## config.mk

```make
export PLATFORM = sky130hd
export DESIGN_NAME = sha1_message_hasher
export DESIGN_NICKNAME = d
export VERILOG_FILES = /design/src/sv/sha1h_pkg.sv /design/src/sv/sha1_message_hasher.sv /design/src/sv/sha1h_mem.sv /design/src/sv/sha1h_round.sv
export SDC_FILE = /design/constraint.sdc
export NUM_CORES = 2
export LEC_CHECK = 0
export BUFFER_PORTS_ARGS = -buffer_cell sky130_fd_sc_hd__buf_2
export CORE_MARGIN = 1.5
export CORE_UTILIZATION = 55
export CTS_CLUSTER_DIAMETER = 80
export DETAILED_ROUTE_END_ITERATION = 16
export PLACE_DENSITY = 0.71
export SLEW_MARGIN = 0
export SYNTH_ARGS = -nofsm -noshare
export SYNTH_HDL_FRONTEND = slang
export SYNTH_HIERARCHICAL = 1
export SYNTH_SLANG_ARGS = --single-unit
```

## constraint.sdc

```tcl
create_clock -name clock -period 9.35 [get_ports clock]
set_clock_uncertainty 0.05 [all_clocks]
set_input_delay 1.87 -clock clock [delete_from_list [all_inputs] [get_ports clock]]
set_output_delay 1.87 -clock clock [all_outputs]
set_load 0.01 [all_outputs]
```

## src/sv/sha1h_pkg.sv

```systemverilog
// shared types, constants and round functions of the sha-1 message hasher
`default_nettype none
package sha1h_pkg;

   localparam int WordBits   = 32;
   localparam int BlockWords = 16;
   localparam int AddrBits   = $clog2(BlockWords);
   localparam int HashWords  = 5;
   localparam int Rounds     = 80;

   typedef logic [WordBits-1:0]  word_type;
   typedef logic [AddrBits-1:0]  addr_type;
   typedef logic [6:0]           round_type;
   typedef logic [2:0]           windex_type;
   typedef word_type [HashWords-1:0] hash_type;

   localparam hash_type HashInit = {
      32'hC3D2E1F0, 32'h10325476, 32'h98BADCFE, 32'hEFCDAB89, 32'h67452301
   };

   localparam logic [7:0] PadByte   = 8'h80;
   localparam windex_type LastIndex = 3'd4;
   localparam windex_type DoneIndex = 3'd5;
   localparam addr_type   LastAddr  = 4'd15;
   localparam addr_type   LenHiAddr = 4'd14;
   localparam round_type  LastRound = 7'd79;

   typedef struct packed {
      logic [7:0] data_byte;
      logic       byte_present;
      logic       end_of_message;
   } req_item_type;

   typedef struct packed {
      logic [31:0] digest_word;
      logic [2:0]  word_index;
      logic        last_word;
   } rsp_item_type;

   typedef struct packed {
      logic     en;
      addr_type addr;
      word_type data;
   } mem_wr_type;

   typedef struct packed {
      addr_type addr0;
      addr_type addr1;
   } mem_rd_type;

   typedef struct packed {
      logic      load;
      logic      step;
      round_type round;
   } round_ctrl_type;

   typedef enum logic [2:0] {
      ST_IDLE,
      ST_PAD,
      ST_PRIME,
      ST_ROUND,
      ST_FOLD,
      ST_OUT
   } state_type;

   function automatic word_type rotl1(input word_type x);
      return {x[WordBits-2:0], x[WordBits-1]};
   endfunction

   function automatic word_type round_const(input round_type t);
      word_type k;
      if (t < 7'd20) begin
         k = 32'h5A827999;
      end else if (t < 7'd40) begin
         k = 32'h6ED9EBA1;
      end else if (t < 7'd60) begin
         k = 32'h8F1BBCDC;
      end else begin
         k = 32'hCA62C1D6;
      end
      return k;
   endfunction

   function automatic word_type round_func(input round_type t, input word_type b,
                                           input word_type c, input word_type d);
      word_type f;
      if (t < 7'd20) begin
         f = (b & c) | (~b & d);
      end else if (t < 7'd40 || t >= 7'd60) begin
         f = b ^ c ^ d;
      end else begin
         f = (b & c) | (b & d) | (c & d);
      end
      return f;
   endfunction

endpackage
`default_nettype wire

```

## src/sv/sha1_message_hasher.sv

```systemverilog
// sha-1 message hasher top level: byte intake, padding, round control, digest output
// an item is taken only in the idle state; a full 64-byte block then adds a
// read-prime step, 80 rounds at one per cycle and a fold step; the rate is
// set by the single round datapath.
// the end of a message adds pad writes and one or two compressions,
// then five digest words, one per cycle when not stalled.
// synchronous reset restores the initial hash words and a zero bit count.
`default_nettype none
module sha1_message_hasher (
   input  wire                     clock,
   input  wire                     reset,
   input  wire                     req_valid,
   output logic                    req_stall,
   input  sha1h_pkg::req_item_type req_item,
   output logic                    rsp_valid,
   input  wire                     rsp_stall,
   output sha1h_pkg::rsp_item_type rsp_item
);
   import sha1h_pkg::*;

   state_type      state_ff, state_in;
   logic [63:0]    count_ff, count_in;
   word_type       acc_ff;
   hash_type       hash_ff;
   round_type      round_ff;
   addr_type       pad_wi_ff;
   logic           mark_ff, len_here_ff, pad_begun_ff, len_done_ff, fin_ff;
   logic           rsp_valid_ff;
   rsp_item_type   rsp_ff;
   windex_type     load_idx_ff;

   logic           req_accept, rsp_accept, rsp_load;
   addr_type       pad_wi_entry;
   logic           len_here_entry;
   word_type       pad_data, merged_word, sched_word;
   word_type       qa0, qa1, qb0, qb1;
   mem_wr_type     mem_wr;
   mem_rd_type     rd_a, rd_b;
   round_ctrl_type round_ctrl;
   hash_type       work;
   addr_type       tl;

   assign req_stall  = (state_ff != ST_IDLE);
   assign req_accept = req_valid && !req_stall;
   assign rsp_valid  = rsp_valid_ff;
   assign rsp_item   = rsp_ff;
   assign rsp_accept = rsp_valid_ff && !rsp_stall;
   assign rsp_load   = (state_ff == ST_OUT) && (!rsp_valid_ff || rsp_accept)
                       && (load_idx_ff != DoneIndex);

   always_comb begin
      count_in = count_ff;
      if (state_ff == ST_IDLE && req_accept && req_item.byte_present) begin
         count_in = count_ff + 64'd8;
      end else if (state_ff == ST_OUT && rsp_accept && rsp_ff.last_word) begin
         count_in = '0;
      end
   end

   assign pad_wi_entry   = pad_begun_ff ? '0 : count_in[8:5];
   assign len_here_entry = pad_begun_ff ? 1'b1 : (count_in[8:3] < 6'd56);

   always_comb begin
      case (count_ff[4:3])
         2'd0:    merged_word = {PadByte, 24'h0};
         2'd1:    merged_word = {acc_ff[7:0], PadByte, 16'h0};
         2'd2:    merged_word = {acc_ff[15:0], PadByte, 8'h0};
         default: merged_word = {acc_ff[23:0], PadByte};
      endcase
   end

   always_comb begin
      if (mark_ff) begin
         pad_data = merged_word;
      end else if (len_here_ff && pad_wi_ff == LenHiAddr) begin
         pad_data = count_ff[63:32];
      end else if (len_here_ff && pad_wi_ff == LastAddr) begin
         pad_data = count_ff[31:0];
      end else begin
         pad_data = '0;
      end
   end

   assign sched_word = (round_ff < 7'd16) ? qa0 : rotl1(qa0 ^ qa1 ^ qb0 ^ qb1);

   // next state
   always_comb begin
      state_in = state_ff;
      case (state_ff)
         ST_IDLE: begin
            if (req_accept) begin
               if (req_item.byte_present && count_ff[8:3] == 6'd63) begin
                  state_in = ST_PRIME;
               end else if (req_item.end_of_message) begin
                  state_in = ST_PAD;
               end
            end
         end
         ST_PAD: begin
            if (pad_wi_ff == LastAddr) begin
               state_in = ST_PRIME;
            end
         end
         ST_PRIME: state_in = ST_ROUND;
         ST_ROUND: begin
            if (round_ff == LastRound) begin
               state_in = ST_FOLD;
            end
         end
         ST_FOLD: begin
            if (!fin_ff) begin
               state_in = ST_IDLE;
            end else if (len_done_ff) begin
               state_in = ST_OUT;
            end else begin
               state_in = ST_PAD;
            end
         end
         ST_OUT: begin
            if (rsp_accept && rsp_ff.last_word) begin
               state_in = ST_IDLE;
            end
         end
         default: state_in = ST_IDLE;
      endcase
   end

   // memory and round control
   always_comb begin
      tl = round_ff[AddrBits-1:0];
      mem_wr     = '0;
      rd_a       = '0;
      rd_b       = '0;
      round_ctrl = '0;
      round_ctrl.round = round_ff;
      case (state_ff)
         ST_IDLE: begin
            mem_wr.en   = req_accept && req_item.byte_present && (count_ff[4:3] == 2'd3);
            mem_wr.addr = count_ff[8:5];
            mem_wr.data = {acc_ff[23:0], req_item.data_byte};
         end
         ST_PAD: begin
            mem_wr.en   = 1'b1;
            mem_wr.addr = pad_wi_ff;
            mem_wr.data = pad_data;
         end
         ST_PRIME: begin
            round_ctrl.load = 1'b1;
         end
         ST_ROUND: begin
            round_ctrl.step = 1'b1;
            mem_wr.en   = (round_ff >= 7'd16);
            mem_wr.addr = tl;
            mem_wr.data = sched_word;
            rd_a.addr0  = tl + 4'd1;
            rd_a.addr1  = tl + 4'd14;
            rd_b.addr0  = tl + 4'd9;
            rd_b.addr1  = tl + 4'd3;
         end
         default: begin
         end
      endcase
   end

   always_ff @(posedge clock) begin
      if (reset) begin
         state_ff     <= ST_IDLE;
         count_ff     <= '0;
         hash_ff      <= HashInit;
         round_ff     <= '0;
         pad_wi_ff    <= '0;
         mark_ff      <= 1'b0;
         len_here_ff  <= 1'b0;
         pad_begun_ff <= 1'b0;
         len_done_ff  <= 1'b0;
         fin_ff       <= 1'b0;
         rsp_valid_ff <= 1'b0;
         load_idx_ff  <= '0;
      end else begin
         state_ff <= state_in;
         count_ff <= count_in;
         if (state_in == ST_PAD && state_ff != ST_PAD) begin
            pad_wi_ff    <= pad_wi_entry;
            mark_ff      <= !pad_begun_ff;
            len_here_ff  <= len_here_entry;
            pad_begun_ff <= 1'b1;
         end
         case (state_ff)
            ST_IDLE: begin
               if (req_accept) begin
                  fin_ff <= req_item.end_of_message;
               end
            end
            ST_PAD: begin
               mark_ff <= 1'b0;
               if (pad_wi_ff == LastAddr) begin
                  len_done_ff <= len_here_ff;
               end else begin
                  pad_wi_ff <= pad_wi_ff + 4'd1;
               end
            end
            ST_PRIME: round_ff <= '0;
            ST_ROUND: begin
               round_ff <= (round_ff == LastRound) ? '0 : round_ff + 7'd1;
            end
            ST_FOLD: begin
               for (int k = 0; k < HashWords; k++) begin
                  hash_ff[k] <= hash_ff[k] + work[k];
               end
               load_idx_ff  <= '0;
               rsp_valid_ff <= 1'b0;
            end
            ST_OUT: begin
               if (rsp_load) begin
                  rsp_valid_ff <= 1'b1;
                  load_idx_ff  <= load_idx_ff + 3'd1;
               end else if (rsp_accept) begin
                  rsp_valid_ff <= 1'b0;
               end
               if (rsp_accept && rsp_ff.last_word) begin
                  hash_ff      <= HashInit;
                  fin_ff       <= 1'b0;
                  pad_begun_ff <= 1'b0;
                  len_done_ff  <= 1'b0;
               end
            end
            default: begin
            end
         endcase
      end
   end

   always_ff @(posedge clock) begin
      if (state_ff == ST_IDLE && req_accept && req_item.byte_present) begin
         acc_ff <= {acc_ff[23:0], req_item.data_byte};
      end
      if (rsp_load) begin
         rsp_ff.digest_word <= hash_ff[load_idx_ff];
         rsp_ff.word_index  <= load_idx_ff;
         rsp_ff.last_word   <= (load_idx_ff == LastIndex);
      end
   end

   sha1h_mem u_mem_a (
      .clock       (clock),
      .wr          (mem_wr),
      .rd          (rd_a),
      .rd_data0_ff (qa0),
      .rd_data1_ff (qa1)
   );

   sha1h_mem u_mem_b (
      .clock       (clock),
      .wr          (mem_wr),
      .rd          (rd_b),
      .rd_data0_ff (qb0),
      .rd_data1_ff (qb1)
   );

   sha1h_round u_round (
      .clock      (clock),
      .ctrl       (round_ctrl),
      .hash       (hash_ff),
      .sched_word (sched_word),
      .work_ff    (work)
   );

endmodule
`default_nettype wire

```

## src/sv/sha1h_mem.sv

```systemverilog
// block store copy: one write port, two registered read ports
`default_nettype none
module sha1h_mem (
   input  wire                   clock,
   input  sha1h_pkg::mem_wr_type wr,
   input  sha1h_pkg::mem_rd_type rd,
   output sha1h_pkg::word_type   rd_data0_ff,
   output sha1h_pkg::word_type   rd_data1_ff
);
   import sha1h_pkg::*;

   word_type mem_ff [BlockWords];

   always_ff @(posedge clock) begin
      if (wr.en) begin
         mem_ff[wr.addr] <= wr.data;
      end
   end

   always_ff @(posedge clock) begin
      rd_data0_ff <= mem_ff[rd.addr0];
      rd_data1_ff <= mem_ff[rd.addr1];
   end

endmodule
`default_nettype wire

```

## src/sv/sha1h_round.sv

```systemverilog
// working words a..e and the sha-1 round datapath
`default_nettype none
module sha1h_round (
   input  wire                       clock,
   input  sha1h_pkg::round_ctrl_type ctrl,
   input  sha1h_pkg::hash_type       hash,
   input  sha1h_pkg::word_type       sched_word,
   output sha1h_pkg::hash_type       work_ff
);
   import sha1h_pkg::*;

   hash_type work_in;
   word_type temp;

   always_comb begin
      temp = {work_ff[0][WordBits-6:0], work_ff[0][WordBits-1:WordBits-5]}
           + round_func(ctrl.round, work_ff[1], work_ff[2], work_ff[3])
           + work_ff[4] + round_const(ctrl.round) + sched_word;
      work_in = work_ff;
      if (ctrl.load) begin
         work_in = hash;
      end else if (ctrl.step) begin
         work_in[4] = work_ff[3];
         work_in[3] = work_ff[2];
         work_in[2] = {work_ff[1][1:0], work_ff[1][WordBits-1:2]};
         work_in[1] = work_ff[0];
         work_in[0] = temp;
      end
   end

   always_ff @(posedge clock) begin
      work_ff <= work_in;
   end

endmodule
`default_nettype wire

```

==> results.toml <==
[synthesis]
mappedNetlistNets = 6471
post-synth-top-area-fraction_pct = 44.95
ys_dominant_reg_cell = "sky130_fd_sc_hd__edfxtp_1"
average_cell_area_after_synthesis_um2 = 13.57
yosys.cell_types.count = 97
muxShareOfSynthArea_pct = 16.84
synth_seq_area_share_pct = 53.91
synth_simple_gate_area_share_pct = 7.159
yosys.area.top_type = "sky130_fd_sc_hd__edfxtp_1"
synth.top_cells.by_count = "sky130_fd_sc_hd__edfxtp_1, sky130_fd_sc_hd__mux4_2, sky130_fd_sc_hd__nand2_1"
synth_top_family_by_area = "multiplexers"
postSynthCellCount = 6126
synth_seq_cells = 1616
netlist_top_cells_area = "sky130_fd_sc_hd__edfxtp_1, sky130_fd_sc_hd__mux4_2, sky130_fd_sc_hd__dfxtp_1"
number_of_flops_mapped_to_enable_cells_by_yosys = 1244
post_synth_xor_area_fraction_pct = 2.666
mappedNetlistArea_um2 = 83110
post-synth-top-count-cell = "sky130_fd_sc_hd__edfxtp_1"
ys_warn_count = 6
postSynth.asyncResetShare_pct = 0
complex_gate_fraction_of_the_synthesized_area_pct = 10.46
synth-adder-area-share_pct = 6.112

[worst_setup_path]
cp_data_arrival_time_ns = 6.45
r2r_start = "u_mem_b/rd_data0_ff[6]"
path_buf_inv = 2
critical_path.cell_chain = "xnor2_1, xnor2_1, o21ai_0, inv_1, ha_1, fa_1, fa_1, inv_1, ha_1, a211oi_1, nor2_1, a31oi_1, o21ai_1, a21oi_2, o2111ai_1, o311ai_1"
cp_slowest_stage_delay_ns = 0.97
required_ns = 9.90
launch_point_of_the_critical_path = "u_mem_b/rd_data0_ff[6]"
criticalPathCategory = "flip-flop to flip-flop"
startpoint_type = "flip-flop"
cell_type_of_the_slowest_stage_on_the_worst_timing_path = "sky130_fd_sc_hd__o21ai_0"
worst-path-max-fanout = 6
critPathTopFamily = "compound AO/OA/AOI/OAI gates"
cp-end-kind = "flip-flop"

[place]
portBuffers = 51
dp_hpwl_mm = 153.7
gp_congestion = 0.9510

[global_route]
grt_pass1_vias = 55360
grtUsageMet3_pct = 6.112
antenna_found_initial = 8
grt_start_max_net_pins = 141
grt_use_met2_pct = 51.40
grt_remaining_overflow = 0
grt_use_met1_pct = 42.11
grt_pass1_wl_mm = 357.7
top_usage_layer = "met2"
groute.usage.overall_pct = 31.77

[timing]
worstMarginPinSlew_ns = 1.535
timing.final.hold_violations = 0
finalCritPeriodShare_pct = 63.14
timing.slew.headroom_pct = -3.420
fin_hold_ws_ns = 0.4242
setup_viol_count_final = 0
setup_total_negative_slack_ns = 0
period_needed_ns = 5.903
grt_setup_unrepaired = "false"
slew_violations = 3
timing.fmax_mhz = 169.4

[clocking]
clock_insertion_delay_worst_skew_ns = 0.83
hold_buffers = 0
cts_tree = "done"
ctsResizeCount = 0
cts-root-to-sink-buffers = 3
numCtsBuffers = 167
cts.sinks = 1616
cts_root_buffer = "sky130_fd_sc_hd__clkbuf_16"
cts.clk_slew.worst_paths_ns = 0.07
postCtsSetupBuffers = 0
cts.htree.levels = 4

[worst_hold_path]
hold_path_startpoint = "len_done_ff"
min-delay-path-class = "flip-flop to flip-flop"

[floorplanning]
initial_core_util_pct = 55.42
placementRows = 142
core_area_um2 = 150000
die_h_um = 391.7
width_of_the_die_um = 391.7
ioPinCount = 52
floorplan.die_area_um2 = 153400

[layout]
postLayoutCoreUtil_pct = 61.23
drive_above_1_share_pct = 19.51
n_fill_cell = 11270
regArea_um2 = 44810
final_net_count = 6468
syn2layout_area_growth_pct = 10.48
multi_input_comb_area_um2 = 36430

[power]
leakagePower_nw = 30.80
vdd_ir_drop_max_mv = 0.1923
power.density_nw_per_um2 = 170.4

[detailed_routing]
detailroute.via_count = 56070
dr.first_iter.drc_count = 6532
total_wirelength_of_the_detailed_routed_design_mm = 243.1
ant_nets = 0
drt_pass1_iterations = 11
vias_per_cell = 6.764
post_drt_wl_per_cell_um = 29.33
detail_route.drc_violations = 0

[run_status]
failing_checks = "capacitance limit, slew limit"
status = "finished with violations"

[flow_run]
maxCapViolations = 1
-- power breakdown --
part | switching [mW] | total (mW) | internal (mW) | leakage, nW
clock | 2.91 | 7.05 | 4.14 | 2.87
combinational | 0.482 | 0.732 | 0.250 | 13.6
sequential | 0.0364 | 7.87 | 7.83 | 14.3
total | 3.43 | 15.6 | 12.2 | 30.8
-- placed cells by master (no fill, tap or decap), types with 30 or more instances in the layout --
cell type and instances:
sky130_fd_sc_hd__a221oi_1 44, sky130_fd_sc_hd__xor2_1 63, sky130_fd_sc_hd__a21oi_1 289, sky130_fd_sc_hd__fa_1 125, sky130_fd_sc_hd__o21ai_0 220, sky130_fd_sc_hd__buf_2 50
sky130_fd_sc_hd__mux2i_1 108, sky130_fd_sc_hd__nand2_1 471, sky130_fd_sc_hd__edfxtp_1 1244, sky130_fd_sc_hd__ha_1 206, sky130_fd_sc_hd__nand3_1 117, sky130_fd_sc_hd__clkbuf_8 31
sky130_fd_sc_hd__clkbuf_16 171, sky130_fd_sc_hd__nor2_4 35, sky130_fd_sc_hd__xnor2_1 190, sky130_fd_sc_hd__nor3_1 64, sky130_fd_sc_hd__dfxtp_1 370, sky130_fd_sc_hd__a31oi_1 31
sky130_fd_sc_hd__nand2b_1 32, sky130_fd_sc_hd__and3_1 30, sky130_fd_sc_hd__mux2_2 120, sky130_fd_sc_hd__a21o_1 93, sky130_fd_sc_hd__clkbuf_1 32, sky130_fd_sc_hd__mux4_2 512
sky130_fd_sc_hd__buf_4 116, sky130_fd_sc_hd__o21a_1 39, sky130_fd_sc_hd__o22ai_1 67, sky130_fd_sc_hd__nor2_1 317, sky130_fd_sc_hd__a211oi_1 40, sky130_fd_sc_hd__a22oi_1 307
sky130_fd_sc_hd__inv_1 234
-- final timing paths --
path / to / cells past startpoint / slack (ns)
worst max-delay path: u_round/work_ff[30] / 16 / 3.45
worst min-delay path: len_done_ff / 2 / 0.42
worst max register to register: u_round/work_ff[30] / 16 / 3.45
worst min register to register: len_done_ff / 2 / 0.42
-- layout make-up --
class / count / area share (%)
clock inverter: 81 / 1.165
antenna: 4 / 0.01090
sequential: 1616 / 48.80
tap: 2016 / 2.747
clock buffer: 234 / 5.256
multi-input combinational: 3930 / 39.68
timing repair buffer: 173 / 1.374
inverter: 235 / 0.9608
-- state kept, by name, indices dropped and copies added, names as in the netlist, 24 cells and up --
name                 cells
u_mem_a/mem_ff         512
u_mem_b/mem_ff         512
hash_ff                160
u_round/work_ff        160
count_ff                61
rsp_item                36
u_mem_a/rd_data0_ff     32
u_mem_a/rd_data1_ff     32
u_mem_b/rd_data0_ff     32
u_mem_b/rd_data1_ff     32
acc_ff                  24
-- layer usage --
metal / part of all wire (%) / up-vias
met5: 0.021 / -
met4: 4.6 / 8
met3: 10 / 608
met2: 48 / 3168
met1: 37 / 28470
li1: - / 23820
-- worst register-to-register path, delay by kind of cell, from the launching register on --
family                   cells  cell delay, ns
adder cells (fa/ha/maj)      4            1.68
XOR/XNOR                     2            0.64
buffers and inverters        2            0.31
AND/OR/NAND/NOR              1            0.07
AO/OA/AOI/OAI                7            2.63
flip-flops                   1            0.31
-- through the flow --
step                      std cells  power, mW  worst slack, ns  instance area (um^2)
after floorplan                6126      8.479            2.684                 83110
final                          8289      15.65            3.447                 91810
after CTS                      8285      15.71            3.510                 91800
after detailed placement       7970      8.738            3.540                 85910
after global routing           8285      16.05            3.010                 91800
after global placement         7970      8.721            3.606                 85910
-- cells by family after synthesis --
group / Yosys count
mux: 743
xor+xnor: 253
simple gates: 1292
flops: 1616
buf+inv: 580
compound gates: 1311
fa+ha+maj: 331
Note: power is estimated with default switching activity, not from simulation.
